--- config.mk ---
export PLATFORM = sky130hd
export DESIGN_NAME = drf_queue
export DESIGN_NICKNAME = d
export VERILOG_FILES = /design/src/rtl/core/drf_pkg.sv /design/src/rtl/core/drf_queue.sv
export SDC_FILE = /design/constraint.sdc
export NUM_CORES = 1
export LEC_CHECK = 0
export BUFFER_PORTS_ARGS = -buffer_cell sky130_fd_sc_hd__clkbuf_2
export CAP_MARGIN = 30
export CELL_PAD_IN_SITES_DETAIL_PLACEMENT = 1
export CELL_PAD_IN_SITES_GLOBAL_PLACEMENT = 2
export CORE_MARGIN = 3
export CORE_UTILIZATION = 30
export CTS_CLUSTER_SIZE = 12
export DETAILED_ROUTE_END_ITERATION = 8
export GPL_ROUTABILITY_DRIVEN = 0
export PLACE_DENSITY = 0.61
export REMOVE_ABC_BUFFERS = 1
export SLEW_MARGIN = 20
export SYNTH_ARGS = -nofsm -noshare
export SYNTH_HDL_FRONTEND = slang
export SYNTH_SLANG_ARGS = --single-unit
--- constraint.sdc ---
create_clock -name clock -period 8.75 [get_ports clock]
set_input_delay 1.3125 -clock clock [delete_from_list [all_inputs] [get_ports clock]]
set_output_delay 1.3125 -clock clock [all_outputs]
set_load 0.05 [all_outputs]
--- src/rtl/core/drf_pkg.sv ---
package drf_pkg;

   localparam int CSR_INDEX_W = 3;
   localparam int CSR_DATA_W  = 32;
   localparam int QUEUE_DEPTH = 4;
   localparam int QPTR_W      = $clog2(QUEUE_DEPTH);
   localparam int QCNT_W      = $clog2(QUEUE_DEPTH + 1);

   localparam logic [16:0] BOX_THRESHOLD_RST   = 17'd32768;
   localparam logic [16:0] CLASS_THRESHOLD_RST = 17'd16384;
   localparam logic [7:0]  NUM_CLASSES_RST     = 8'd80;
   localparam logic [5:0]  MASK_CHANNELS_RST   = 6'd32;
   localparam logic [20:0] INV_SCALE_RST       = 21'd65536;
   localparam logic [28:0] PAD_RST             = 29'd0;

   localparam logic [11:0] PIXEL_MAX = 12'd4095;
   localparam logic [16:0] CONF_MAX  = 17'd65536;

   typedef enum logic [CSR_INDEX_W-1:0] {
      CSR_BOX_THRESHOLD   = 3'd0,
      CSR_CLASS_THRESHOLD = 3'd1,
      CSR_NUM_CLASSES     = 3'd2,
      CSR_MASK_CHANNELS   = 3'd3,
      CSR_INV_SCALE_X     = 3'd4,
      CSR_INV_SCALE_Y     = 3'd5,
      CSR_PAD_X           = 3'd6,
      CSR_PAD_Y           = 3'd7
   } drf_csr_type;

   // row layout and pass rules, used by the front
   typedef struct packed {
      logic [16:0] box_threshold;
      logic [16:0] class_threshold;
      logic [7:0]  num_classes;
      logic [5:0]  mask_channels;
   } drf_rule_type;

   // letterbox undo, used by the back
   typedef struct packed {
      logic [20:0] inv_scale_x;
      logic [20:0] inv_scale_y;
      logic [28:0] pad_x;
      logic [28:0] pad_y;
   } drf_geom_type;

   // one passing row, handed from front to back
   typedef struct packed {
      logic [7:0]        class_id;
      logic [31:0]       best_score;
      logic [31:0]       objectness;
      logic [3:0][31:0]  box;
      logic [15:0]       row_index;
   } drf_entry_type;

endpackage

--- src/rtl/core/drf_queue.sv ---
module drf_queue (
   input  logic                   clock,
   input  logic                   reset,
   input  logic                   push,
   input  drf_pkg::drf_entry_type push_entry,
   input  logic                   pop,
   output logic                   full,
   output logic                   nonempty,
   output drf_pkg::drf_entry_type head
);

   drf_pkg::drf_entry_type          slot_ff [drf_pkg::QUEUE_DEPTH];
   logic [drf_pkg::QPTR_W-1:0]      wr_ptr_ff, wr_ptr_in;
   logic [drf_pkg::QPTR_W-1:0]      rd_ptr_ff, rd_ptr_in;
   logic [drf_pkg::QCNT_W-1:0]      count_ff, count_in;

   always_comb begin
      full     = count_ff == drf_pkg::QCNT_W'(drf_pkg::QUEUE_DEPTH);
      nonempty = count_ff != '0;
      head     = slot_ff[rd_ptr_ff];
      wr_ptr_in = push ? wr_ptr_ff + drf_pkg::QPTR_W'(1) : wr_ptr_ff;
      rd_ptr_in = pop ? rd_ptr_ff + drf_pkg::QPTR_W'(1) : rd_ptr_ff;
      count_in  = count_ff;
      if (push && !pop) begin
         count_in = count_ff + drf_pkg::QCNT_W'(1);
      end else if (pop && !push) begin
         count_in = count_ff - drf_pkg::QCNT_W'(1);
      end
   end

   always_ff @(posedge clock) begin
      if (reset) begin
         wr_ptr_ff <= '0;
         rd_ptr_ff <= '0;
         count_ff  <= '0;
      end else begin
         wr_ptr_ff <= wr_ptr_in;
         rd_ptr_ff <= rd_ptr_in;
         count_ff  <= count_in;
      end
   end

   always_ff @(posedge clock) begin
      if (push) begin
         slot_ff[wr_ptr_ff] <= push_entry;
      end
   end

endmodule

==> results.cfg, run 1 <==
[layout]
nets = 1909
utilization_pct = 37.2
final_layout_size_suffix_gt1_share_pct = 46.0
area_growth_pct = 22.5
fillCellCount = 10044

[die]
dieHeight_um = 330
start_util_pct = 30.4
die_x_um = 330
dieArea_um2 = 109000
num_rows = 118
io_pins = 438
core_area_um2 = 104000

[timing]
setup_viol = 0
fin_crit_sh_pct = 50.6
worst_pin_slew_ps = 1280
slew-limit-headroom_pct = 14.9
slew_viol_final = 0
final_hold_viol_count = 0
rsz0062_at_grt = false
fmax_mhz = 226
skew_ps = 22.6
layout_min_cycle_time_ps = 4420

[power]
p_sw_w = 0.00261
internal-power_w = 0.00760
p_seq_share_pct = 47.6
clkPwrFrac_pct = 39.0
p_leak_nw = 12.8
combPwrFrac_pct = 13.4
power.density_nw_per_um2 = 264
p_sw_share_pct = 25.6
power_w = 0.0102
ir_drop_mv = 0.150

[clock_network]
cts_resized = 0
cts_buffers = 97
h-tree-depth = 3
cts_max_path_buffers = 3
cts_tree = done
postCtsSetupBuffers = 0
clk_pin_slew_ps = 60
cts_hold_buffers = 0
clockRootBuffer = clkbuf_16
insertion_delay_ps = 650
cts_sinks = 873

[yosys]
syn_area_um2 = 31600
yosysTopAreaCellShare_pct = 82.2
synthTopCellsByArea = edfxtp_1 82%, mux4_2 15%, buf_6 0.61%
synth.top_cells.by_count = 864 x edfxtp_1, 216 x mux4_2, 24 x buf_2
ys_seq_area_share_pct = 82.7
synth_edf_count = 864
synth_area_per_cell_um2 = 26.9
ys_async_sr_fraction_pct = 0
dominantRegCellSynth = edfxtp_1
synth.ff_latch_count = 873
ys_warn_count = 0
post-synth-top-count-cell = edfxtp_1
synth_cells = 1172
synthDistinctLibCells = 20
synth_top_cell_by_area = edfxtp_1

[placement]
dp_hpwl_um = 43200
io_buffers = 437

[critical_path]
r2r-end = slot_ff[3][163]
ff2ff_path_depth = 3
path_class = reg -> out
critPathMaxFanout = 33
crit_path_start_kind = flip-flop
ff2ff_setup_slack_ps = 6200
cp-end-kind = primary output
worstPathArrival_ps = 3110
crit_required_ps = 7440
timing.rr.start = wr_ptr_ff[0]

[hold_path]
hold-path-endpoint = count_ff[2]
worstHoldStart = count_ff[2]
hp-class = reg -> reg
hold-path-cell-count = 2

[grt]
grt_pass1_vias = 15593
grt_pass1_wl_um = 103000
grt_usage_pct = 12.8
grt_start_max_net_pins = 125
grt_overflow = 0
antenna_found_initial = 12

[drt]
drt_wl_total_um = 70800
drtPass1Iterations = 5
vias_per_cell = 4.51
drt-initial-drc-count = 968
vias = 14199
drc = 0
post_drt_wl_per_cell_um = 22.5
antenna_left = 0

[outcome]
status = complete, no violations

[run]
cap_violations = 0
==> flip-flops by register name, indices dropped and copies added, names as in the netlist, named ones only <==
name / cells
count_ff: 3
rd_ptr_ff: 2
slot_ff: 864
wr_ptr_ff: 2
==> worst max-delay path, stage by stage, from the launching register on <==
cell and delay [ps]:
dfxtp_4 490, buf_4 280, buf_16 300, buf_4 500, mux4_2 580, clkbuf_2 260
==> cell usage in the layout, fill, tap and decap left out, types with 2 or more instances in the layout <==
master and count:
clkinv_1 24, bufinv_16 10, buf_16 4, edfxtp_1 864, inv_1 4, xnor2_1 2
inv_6 3, ha_1 5, clkinv_2 9, clkinvlp_4 2, clkbuf_16 101, buf_12 8
dfxtp_4 2, diode_2 9, mux2i_1 2, and2_4 4, clkbuf_1 25, dfxtp_1 7
nor2_1 7, xor2_1 3, mux4_2 216, buf_4 12, or3_1 2, clkbuf_2 437
==> per-stage QoR <==
step,instances,TNS (ps),hold WS (ps),cell area (um2),setup slack [ps]
CTS,3135,0,530,38500,3860
global placement,2956,0,475,35300,4630
floorplan,1123,-544260,455,31200,-2520
finish,3149,0,524,38700,4330
detailed placement,2959,0,518,35400,4600
global route,3140,0,587,38600,4010
==> metal layers <==
| metal | share of wire, % | vias to the layer above | wire, um | GRT usage (%) |
|---|---|---|---|---|
| met4 | 2.3 | 14 | 1610 | 3.67 |
| li1 | - | 6155 | - | - |
| met5 | 0.12 | - | 83 | 0 |
| met2 | 51 | 387 | 35900 | 21.7 |
| met3 | 7.3 | 133 | 5150 | 4.51 |
| met1 | 40 | 7510 | 28000 | 15.3 |
==> worst max-delay path by stage <==
stage	from	end	slack, ps	cells past startpoint
final	flip-flop	head[64]	4330	5
after global routing	flip-flop	head[64]	4010	5
after CTS	flip-flop	head[64]	3860	4
after detailed placement	flip-flop	head[64]	4600	4
after global placement	flip-flop	head[64]	4630	4
after floorplan	flip-flop	head[0]	-2520	1
==> layout make-up <==
cell class              count  area, um2  share of cell area (%)
diodes                      9       22.5                  0.0582
clock buffers             126       2620                    6.78
clock inverters            50        497                    1.28
inverters                   4       15.0                  0.0388
multi-input cells         246       5110                    13.2
flip-flops and latches    873      26100                    67.6
well taps                1380       1730                    4.47
repair buffers            461       2550                    6.59
==> cells by family after synthesis <==
logic type      after synthesis  synth area share, %
compound gates                2               0.0317
xor+xnor                      5                0.139
fa+ha+maj                     6                0.262
buf+inv                      53                 1.13
flops                       873                 82.7
mux                         218                 15.5
simple gates                 15                0.238
==> power groups by stage <==
stage | clock network, W | registers [W] | logic, W
global route | 0.00429 | 0.00487 | 0.00145
detailed placement | 0 | 0.00495 | 0.00140
floorplan | 0 | 0.00503 | 0.000981
CTS | 0.00413 | 0.00486 | 0.00140
finish | 0.00398 | 0.00486 | 0.00137
global placement | 0 | 0.00494 | 0.00138
Power figures use the tool's default switching activity.
==> run 2: changes to the inputs <==
clock period = 4.33 ns   (was 8.75 ns; I/O delays follow)
==> run 2 against run 1 <==
  * Total power increased by 99%
  * Final area increased by 0.12%
  * Non-clock buffer count increased by 22
  * Count of clock-buffer cells in the layout decreased by 6
  * Sequential share of layout area decreased by 0.081 points
  * Register-to-register slack got worse by 4100 ps
  * Critical path depth decreased by 2
  * Combinational power increased by 100%
  * Die area unchanged
  * Clock skew decreased by 6.1 ps
  * Cell count increased by 0.79%
  * Worst hold slack got worse by 320 ps
  * Largest power group unchanged
  * Highest routed layer unchanged
==> results.cfg, run 2 (same netlist as run 1, synthesis figures left out) <==
[timing]
layout_min_cycle_time_ps = 3440
worst_slack_ps = 890
skew_ps = 16.5
setup_viol = 0
final_hold_viol_count = 0
fmax_mhz = 291
fin_crit_sh_pct = 79.5
worst_pin_slew_ps = 878
rsz0062_at_grt = false
slew-limit-headroom_pct = 41.5
tns_ps = 0
slew_viol_final = 0

[die]
die_x_um = 330
num_rows = 118
start_util_pct = 30.4
dieArea_um2 = 109000
dieHeight_um = 330
core_area_um2 = 104000
io_pins = 438

[power]
power.density_nw_per_um2 = 524
ir_drop_mv = 0.365
p_leak_nw = 12.9
power_w = 0.0203

[drt]
dr_wl_met3_um = 5440
routed.top_layer = met5
drtPass1Iterations = 4
drt_wl_total_um = 72300
wl_met1_um = 28800
drt-initial-drc-count = 778
wl_met2_um = 36500
drc = 0
antenna_left = 0
post_drt_wl_per_cell_um = 22.8
vias = 14333
vias_per_cell = 4.52

[clock_network]
cts_resized = 0
clockRootBuffer = clkbuf_16
postCtsSetupBuffers = 0
cts_tree = done
cts_max_path_buffers = 3
insertion_delay_ps = 660
cts_buffers = 97
clk_pin_slew_ps = 60
cts_hold_buffers = 0
h-tree-depth = 3
cts_sinks = 873

[run]
cap_violations = 0

[layout]
largest_register = slot_ff
final_layout_size_suffix_gt1_share_pct = 46.7
area_growth_pct = 22.6
reg.largest.list = slot_ff (864), count_ff (3)
fillCellCount = 10049
largest_reg_flops = 864
layout_commonest_cell = edfxtp_1
nets = 1931
layout_common_cells = 864 x edfxtp_1, 437 x clkbuf_2, 216 x mux4_2
instances_no_fill = 3174

[grt]
grt_start_max_net_pins = 63
antenna_found_initial = 13
grt_overflow = 0
grt_pass1_vias = 16049
grt_pass1_wl_um = 106000
grt_usage_pct = 13.1

[outcome]
status = complete, no violations

[critical_path]
path_class = reg -> out
path_cells = buf_4 > mux4_2 > clkbuf_2
crit_path_start_kind = flip-flop
worstPathArrival_ps = 2790
crit_required_ps = 3680
cp_slowest_cell = dfxtp_4
critPathMaxStageDelay_ps = 640
critPathMaxFanout = 29
cp-end-kind = primary output

[placement]
dp_hpwl_um = 46100
io_buffers = 437
place_inst = 2986
dp_slack_ps = 1440

[hold_path]
hp-class = in -> reg
## run 2: critical path, delay by kind of cell (launching register included)
family   cells  cell delay [ps]
flops        1              640
buf+inv      2              840
mux          1              600
## run 2: final timing paths
path | start | end | slack, ps | cells after the start
worst max-delay path | flip-flop | head[44] | 890 | 3
worst min-delay path | push_entry[89] | slot_ff[0][89] | 210 | 1
worst max register to register | wr_ptr_ff[0] | slot_ff[1][121] | 2140 | 3
worst min register to register | count_ff[2] | count_ff[2] | 520 | 2
## run 2: area by class of cell
cell class	count	area [um2]	share of cell area (%)
diodes	7	17.5	0.0452
inverters	4	15.0	0.0388
clock inverters	61	437	1.13
repair buffers	483	2750	7.09
multi-input cells	246	5110	13.2
flip-flops and latches	873	26100	67.5
well taps	1380	1730	4.46
clock buffers	120	2530	6.55
## run 2: power breakdown
group          switching, W  internal, W  total (W)
sequential         0.000110      0.00972    0.00983
clock               0.00327      0.00440    0.00767
combinational       0.00199     0.000804    0.00279
## run 2: per-layer routing
layer,vias up,track usage (%)
li1,6203,-
met1,7628,16.1
met2,377,21.9
met3,113,4.64
met4,12,3.62
met5,-,0
## run 2: per-stage QoR
stage	utilization [%]	hold WS (ps)	area, um2
finish	37.2	206	38700
global route	37.2	145	38700
CTS	37.2	129	38700
detailed placement	34.4	499	35700
global placement	34.4	477	35700
floorplan	-	455	31200
