`config.mk`:
```
export PLATFORM = sky130hd
export DESIGN_NAME = drf_front
export DESIGN_NICKNAME = d
export VERILOG_FILES = /design/src/rtl/core/drf_pkg.sv /design/src/rtl/core/drf_front.sv
export SDC_FILE = /design/constraint.sdc
export NUM_CORES = 1
export LEC_CHECK = 0
export ABC_CLOCK_PERIOD_IN_PS = 12300
export BUFFER_PORTS_ARGS = -buffer_cell sky130_fd_sc_hd__buf_2
export CAP_MARGIN = 5
export CORE_UTILIZATION = 40
export CTS_BUF_LIST = sky130_fd_sc_hd__clkbuf_4
export CTS_CLUSTER_DIAMETER = 30
export DETAILED_ROUTE_END_ITERATION = 8
export MAX_ROUTING_LAYER = met4
export PLACE_DENSITY_LB_ADDON = 0.15
export SLEW_MARGIN = 20
export SYNTH_ARGS = -nofsm -noshare
export SYNTH_HDL_FRONTEND = slang
export SYNTH_SLANG_ARGS = --single-unit
```
`constraint.sdc`:
```
create_clock -name clock -period 12.3 [get_ports clock]
set_input_delay 3.075 -clock clock [delete_from_list [all_inputs] [get_ports clock]]
set_output_delay 3.075 -clock clock [all_outputs]
set_load 0.05 [all_outputs]
```
`src/rtl/core/drf_pkg.sv`:
```
package drf_pkg;

   localparam int CSR_INDEX_W = 3;
   localparam int CSR_DATA_W  = 32;
   localparam int QUEUE_DEPTH = 4;
   localparam int QPTR_W      = $clog2(QUEUE_DEPTH);
   localparam int QCNT_W      = $clog2(QUEUE_DEPTH + 1);

   localparam logic [16:0] BOX_THRESHOLD_RST   = 17'd32768;
   localparam logic [16:0] CLASS_THRESHOLD_RST = 17'd16384;
   localparam logic [7:0]  NUM_CLASSES_RST     = 8'd80;
   localparam logic [5:0]  MASK_CHANNELS_RST   = 6'd32;
   localparam logic [20:0] INV_SCALE_RST       = 21'd65536;
   localparam logic [28:0] PAD_RST             = 29'd0;

   localparam logic [11:0] PIXEL_MAX = 12'd4095;
   localparam logic [16:0] CONF_MAX  = 17'd65536;

   typedef enum logic [CSR_INDEX_W-1:0] {
      CSR_BOX_THRESHOLD   = 3'd0,
      CSR_CLASS_THRESHOLD = 3'd1,
      CSR_NUM_CLASSES     = 3'd2,
      CSR_MASK_CHANNELS   = 3'd3,
      CSR_INV_SCALE_X     = 3'd4,
      CSR_INV_SCALE_Y     = 3'd5,
      CSR_PAD_X           = 3'd6,
      CSR_PAD_Y           = 3'd7
   } drf_csr_type;

   // row layout and pass rules, used by the front
   typedef struct packed {
      logic [16:0] box_threshold;
      logic [16:0] class_threshold;
      logic [7:0]  num_classes;
      logic [5:0]  mask_channels;
   } drf_rule_type;

   // letterbox undo, used by the back
   typedef struct packed {
      logic [20:0] inv_scale_x;
      logic [20:0] inv_scale_y;
      logic [28:0] pad_x;
      logic [28:0] pad_y;
   } drf_geom_type;

   // one passing row, handed from front to back
   typedef struct packed {
      logic [7:0]        class_id;
      logic [31:0]       best_score;
      logic [31:0]       objectness;
      logic [3:0][31:0]  box;
      logic [15:0]       row_index;
   } drf_entry_type;

endpackage

```
`src/rtl/core/drf_front.sv`:
```
module drf_front #(
   parameter int MAX_ROWS    = 65536,
   parameter int MAX_CLASSES = 255
) (
   input  logic                   clock,
   input  logic                   reset,
   input  logic                   in_accept,
   input  logic signed [31:0]     in_value,
   input  logic                   in_frame_end,
   input  drf_pkg::drf_rule_type  rule,
   output logic                   push,
   output drf_pkg::drf_entry_type push_entry
);

   localparam int ROW_W = $clog2(MAX_ROWS);
   localparam logic [7:0] CLASS_CAP = (MAX_CLASSES > 255) ? 8'd255 : 8'(MAX_CLASSES);
   localparam logic [ROW_W-1:0] ROW_LAST = ROW_W'(MAX_ROWS - 1);

   logic [8:0]         pos_ff, pos_in;
   logic [ROW_W-1:0]   row_ff, row_in;
   logic signed [31:0] box_ff [4];
   logic signed [31:0] obj_ff, obj_in;
   logic signed [31:0] best_ff, best_in;
   logic [7:0]         class_ff, class_in;

   logic [7:0]         nc;
   logic [8:0]         last_pos;
   logic               is_box, is_obj, is_cls, take, row_end, pass;
   logic [7:0]         cls;
   logic [ROW_W+15:0]  row_wide;

   always_comb begin
      nc       = (rule.num_classes > CLASS_CAP) ? CLASS_CAP : rule.num_classes;
      last_pos = 9'd4 + 9'(nc) + 9'(rule.mask_channels);
      is_box   = pos_ff < 9'd4;
      is_obj   = pos_ff == 9'd4;
      is_cls   = (pos_ff >= 9'd5) && (pos_ff < (9'd5 + 9'(nc)));
      cls      = 8'(pos_ff - 9'd5);
      // first maximum wins: replace only on a strictly larger score
      take     = is_cls && ((cls == 8'd0) || (in_value > best_ff));
      obj_in   = is_obj ? in_value : obj_ff;
      best_in  = take ? in_value : best_ff;
      class_in = take ? cls : class_ff;
      row_end  = pos_ff >= last_pos;
      pass     = (nc != 8'd0)
               && ($signed(33'(obj_in)) >= $signed({16'b0, rule.box_threshold}))
               && ($signed(33'(best_in)) >= $signed({16'b0, rule.class_threshold}));
      push     = in_accept && row_end && pass;

      pos_in = pos_ff;
      row_in = row_ff;
      if (in_accept) begin
         pos_in = (row_end || in_frame_end) ? 9'd0 : pos_ff + 9'd1;
         if (in_frame_end) begin
            row_in = '0;
         end else if (row_end) begin
            row_in = (row_ff == ROW_LAST) ? '0 : row_ff + ROW_W'(1);
         end
      end

      row_wide              = {16'b0, row_ff};
      push_entry.class_id   = class_in;
      push_entry.best_score = best_in;
      push_entry.objectness = obj_in;
      push_entry.row_index  = row_wide[15:0];
      for (int i = 0; i < 4; i++) begin
         push_entry.box[i] = box_ff[i];
      end
   end

   always_ff @(posedge clock) begin
      if (reset) begin
         pos_ff   <= '0;
         row_ff   <= '0;
         class_ff <= '0;
      end else begin
         pos_ff   <= pos_in;
         row_ff   <= row_in;
         if (in_accept) begin
            class_ff <= class_in;
         end
      end
   end

   always_ff @(posedge clock) begin
      if (in_accept) begin
         obj_ff  <= obj_in;
         best_ff <= best_in;
         if (is_box) begin
            box_ff[pos_ff[1:0]] <= in_value;
         end
      end
   end

endmodule

```
==> results of run 1 <==
synthesized netlist by cell type, types with 16 or more instances:
library cell / count / area, um^2
nor3_1: 20 / 100
mux2_4: 35 / 526
edfxtp_1: 192 / 5770
nand2_1: 35 / 131
ha_1: 103 / 1290
mux2_2: 32 / 360
dfxtp_1: 33 / 661
inv_1: 86 / 323
nor2_1: 24 / 90.1
xor2_1: 23 / 201
o21ai_0: 35 / 175
nand3_1: 16 / 80.1
nand4_1: 21 / 131
a21oi_1: 47 / 235
power breakdown:
group / total [W] / switching, W / internal, W
Sequential: 0.000868 / 0.0000101 / 0.000858
Combinational: 0.000267 / 0.000190 / 0.0000771
Clock: 0.000734 / 0.000319 / 0.000416
state kept, by name (all words and copies together), names as in the netlist:
name,count
best_ff,32
class_ff,8
obj_ff,32
row_ff,16
box_ff,128
pos_ff,9
path summary, 6_finish.rpt:
kind,startpoint,slack (ps),cells past startpoint,to
max,rule[6],980,21,push
min,class_ff[7],470,2,class_ff[7]
max reg2reg,pos_ff[0],8190,10,best_ff[3]
min reg2reg,class_ff[7],470,2,class_ff[7]
critical path: stages:
cell       delay, ps
buf_2            130
a21oi_1          270
nand3b_1         170
xor2_1           170
ha_1             280
a21o_1           200
a221o_1          370
a31o_2           250
a311oi_4         420
nand2_4          240
buf_4            360
mux2_4           380
ha_1             270
o21a_1           100
o21ai_0           60
or4_1            450
nor2_1           110
o21ai_0           90
a2111oi_1        390
buf_4            190
buf_2            250
routing by layer:
layer	track usage [%]	routed length [um]	vias to the layer above
met4	7.09	516	0
met1	26.6	13200	3826
met5	-	0	-
li1	-	-	3967
met3	4.87	1990	46
met2	34.5	14200	283
kinds of logic (layout without fill, tap and decap cells):
kind of cell | Yosys count | after routing | synth area share (%)
and+or+nand+nor | 181 | 181 | 8.87
adders and majority gates | 104 | 104 | 11.7
buffers and inverters | 106 | 506 | 3.86
other | 0 | 3 | 0
muxes | 69 | 69 | 8.07
DFF | 225 | 225 | 57.2
xor gates and xnor gates | 31 | 31 | 2.42
AOI/OAI and AO/OA | 138 | 138 | 7.88
area by class of cell:
cell class / instances / area share, %
flip-flops and latches: 225 / 45.8
multi-input cells: 523 / 31.2
repair buffers: 306 / 11.0
clock buffers: 94 / 5.03
well taps: 372 / 3.32
inverters: 86 / 2.30
clock inverters: 20 / 1.21
diodes: 3 / 0.0535
metrics by stage:
step | setup WS [ps] | hold WS, ps | cell area [um^2]
final | 984 | 474 | 14000
after global routing | 540 | 503 | 14000
after CTS | 923 | 474 | 14000
after detailed placement | 962 | 461 | 13100
after global placement | 1010 | 448 | 13100
after floorplan | 631 | 438 | 11200
==> qor.yml, run 1 <==
clock_network:
  cts_resized: 0
  clock_latency_ps: 660
  clockBufferDepth: 3
  tritoncts: "yes"
  postCtsSetupBuffers: 0
  postCtsHoldBufs: 0
  clk_pin_slew_ps: 60
  root_buffer: "clkbuf_4"
  cts.sinks: 225
  cts-buffers-inserted: 69
  htreeDepth: 3
timing:
  post-route-period-util_pct: 92.0
  min_period_ps: 11320
  clock_skew_ps: 56.0
  worst_slew_pin_slew_ps: 1010
  hold_violations: 0
  rsz0062_at_grt: "false"
  tns_ps: 0
  finalSetupViolCount: 0
  maxSlewHeadroom_pct: 33.0
  slew_viol_final: 0
  fmax_ghz: 0.0884
layout:
  fin_nets: 1399
  final_cells: 1629
  multi_input_area_um2: 4380
  fill_cells: 2481
  layout_common_cells: "buf_2 (299), edfxtp_1 (192), ha_1 (103), clkbuf_4 (94), inv_1 (86)"
  final_core_utilization_pct: 51.5
  drive_above_1_share_pct: 39.6
  ff_latch_area_um2: 6430
  area_growth_pct: 24.9
  mostFrequentLayoutCell: "buf_2"
floorplan:
  rows: 60
  die_h_um: 170
  die_x_um: 170
  ios: 301
  die_area_um2: 28700
  initial_utilization_pct: 41.2
  coreArea_um2: 27300
yosys:
  yosysWarnings: 0
  async_reset_ff_share_pct: 0
  syn_area_um2: 11200
  synth_cell_types: 60
  seq_area_frac_synth_pct: 57.2
  syn_inst: 854
  synth_edf_count: 192
  synth_ff_type: "edfxtp_1"
  synth_nets: 1042
  synth_seq_cells: 225
  synth_area_per_cell_um2: 13.1
global_route:
  grt_pass1_wl_um: 45400
  grt_max_degree: 62
  grt_pass1_vias: 8081
  track_usage_pct: 21.4
  grt_remaining_overflow: 0
  antenna_found_initial: 2
drt:
  drt_pass1_iterations: 4
  route.detailed.drc: 0
  routed_wl_um: 29900
  drt_iter0_drc: 348
  viasPerCell: 4.99
  num_vias: 8122
  wl_per_cell_um: 18.3
  postRouteAntennaNets: 0
outcome:
  outcome: "finished, final reports clean"
pwr:
  power_density_nw_per_um2: 133
  finalPower_w: 0.00187
  leakage_nw: 6.26
  vdd_drop_max_uv: 48.9
place:
  io_buffers: 300
  place.gp.congestion: 0.858
  dpl.cell_count: 1512
  dp_hpwl_um: 21400
worst_setup_path:
  worst-setup-path-type: "in2out"
  cp.required_ps: 9220
  critical_path_arrival_ps: 8240
  cp-start-kind: "input port"
  crit_fanout: 33
  end_kind: "output port"
run:
  max-cap-violations: 0
worst_hold_path:
  hold_path.class: "reg2reg"
(Power assumes the default switching activity.)
==> run 2: changes to the inputs <==
==> constraint.sdc (replaced) <==
create_clock -name clock -period 12.3 [get_ports clock]
set_input_delay 2.46 -clock clock [delete_from_list [all_inputs] [get_ports clock]]
set_output_delay 2.46 -clock clock [all_outputs]
set_load 0.05 [all_outputs]
==> run 2 against run 1 <==
Net effect: flip-flop and latch count unchanged; count of clock-buffer cells in the layout down 13; highest routed layer unchanged; total power down 2.1%; hold slack worse by 1.3 ps; via count down 0.75%; critical endpoint unchanged; sequential share of layout area up 0.23 points; sequential power about the same; critical path type unchanged; clock power down 5.0%; register-to-register slack worse by 360 ps; cell count down 0.31%.
==> qor.yml, run 2 (synthesis results as in run 1) <==
outcome:
  outcome: "finished, final reports clean"
layout:
  fin_nets: 1387
  multi_input_area_um2: 4380
  area_growth_pct: 24.3
  ff_latch_area_um2: 6430
  layout_common_cells: "buf_2 (299), edfxtp_1 (192), ha_1 (103), inv_1 (86), clkbuf_4 (81)"
  fill_cells: 2456
  largest_reg_flops: 128
  mostFrequentLayoutCell: "buf_2"
  final_core_utilization_pct: 51.2
  final_cells: 1624
  drive_above_1_share_pct: 38.8
run:
  max-cap-violations: 0
global_route:
  grt_max_degree: 62
  grt_pass1_vias: 7984
  track_usage_pct: 21.1
  antenna_found_initial: 1
  grt_remaining_overflow: 0
  grt_pass1_wl_um: 45100
drt:
  num_vias: 8061
  met1_length_um: 13000
  drt_pass1_iterations: 5
  drt_iter0_drc: 372
  top_layer: "met4"
  routed_wl_um: 29700
  wl_per_cell_um: 18.3
  route.detailed.drc: 0
  viasPerCell: 4.96
  wl_met3_um: 1850
  route.met2.wl_um: 14200
  postRouteAntennaNets: 0
clock_network:
  postCtsSetupBuffers: 0
  cts.sinks: 225
  clockBufferDepth: 3
  htreeDepth: 2
  cts_resized: 0
  clock_latency_ps: 700
  postCtsHoldBufs: 0
  cts-buffers-inserted: 60
  tritoncts: "yes"
  clk_pin_slew_ps: 60
  root_buffer: "clkbuf_4"
floorplan:
  coreArea_um2: 27300
  die_x_um: 170
  rows: 60
  die_h_um: 170
  die_area_um2: 28700
  initial_utilization_pct: 41.2
  ios: 301
place:
  place.gp.congestion: 0.807
  dpl.cell_count: 1509
  dp_slack_ps: 1990
  io_buffers: 300
  dp_hpwl_um: 21300
worst_setup_path:
  cp-start-kind: "input port"
  slowest_stage: "nand2_4"
  path_cells: "buf_2, a21oi_1, nand3b_1, xor2_1, ha_1, a21o_1, a221o_1, a31o_2, a311oi_4, nand2_4, mux2_4, ha_1, nand2_1, nor2_1, o21ai_0, or4_1, o21ai_0, a211oi_1, a2111oi_1, buf_2"
  critPathLaunch: "rule[6]"
  end_kind: "output port"
  max_stage_delay_ps: 560
  r2r-end: "best_ff[31]"
  crit_fanout: 42
  cp-endpoint: "push"
  reg2reg_from: "pos_ff[0]"
  cp.required_ps: 9840
  critical_path_arrival_ps: 7880
  rrSetupSlack_ps: 7830
  rr_worst_depth: 9
  worst-setup-path-type: "in2out"
timing:
  hold_violations: 0
  holdWs_ps: 472
  worst_slew_pin_slew_ps: 1020
  slew_viol_final: 0
  finalSetupViolCount: 0
  maxSlewHeadroom_pct: 32.1
  worst_slack_ps: 1960
  rsz0062_at_grt: "false"
  fmax_ghz: 0.0967
  min_period_ps: 10340
  post-route-period-util_pct: 84.0
  clock_skew_ps: 50.2
  tns_ps: 0
pwr:
  power_density_nw_per_um2: 131
  leakage_nw: 6.22
  vdd_drop_max_uv: 60.9
worst_hold_path:
  hold_path.class: "reg2reg"
[run 2: cell count changes in the layout (fill, tap and decap cells not counted), sizes merged]
cell    previous run  this run
buf              306       303
inv               86        87
clkinv            16        28
diode              3         1
clkbuf            94        81
[run 2: worst max-delay path: cells and delay by family]
kind | cells | cell delay (ps)
AND/OR/NAND/NOR | 5 | 1420
buffers and inverters | 2 | 500
multiplexers | 1 | 500
XOR/XNOR | 1 | 160
AO/OA/AOI/OAI | 9 | 2210
adder cells (fa/ha/maj) | 2 | 590
[run 2: power breakdown]
part	switching, W	internal [W]	leakage (nW)	total [W]
Clock	0.000321	0.000376	0.489	0.000697
Sequential	0.0000103	0.000857	2.07	0.000868
Combinational	0.000189	0.0000771	3.66	0.000266
[run 2: how the worst min path moves through the flow]
stage / slack [ps] / cells after the start / startpoint / endpoint
global route: 510 / 2 / class_ff[7] / class_ff[7]
detailed placement: 460 / 2 / class_ff[7] / class_ff[7]
CTS: 470 / 2 / class_ff[7] / class_ff[7]
floorplan: 440 / 2 / class_ff[7] / class_ff[7]
finish: 470 / 2 / class_ff[7] / class_ff[7]
global placement: 450 / 2 / class_ff[7] / class_ff[7]
[run 2: metrics by stage]
stage | power (W) | instance area, um^2
after floorplan | 0.00106 | 11200
after global placement | 0.00115 | 13100
after detailed placement | 0.00115 | 13100
after CTS | 0.00186 | 14000
after global routing | 0.00192 | 14000
final | 0.00183 | 14000
[run 2: routing by layer]
layer  up-vias  global-route usage (%)
met2       270                    34.9
met1      3781                    25.9
li1       3959                       -
met3        51                    4.36
met4         0                    6.54
met5         -                       -
[run 2: layout make-up]
class                           count  area share [%]
Clock buffer                       81            4.36
Timing Repair Buffer              303            10.9
Antenna cell                        1          0.0179
Inverter                           86            2.31
Sequential cell                   225            46.1
Tap cell                          372            3.34
Clock inverter                     33            1.61
Multi-Input combinational cell    523            31.4
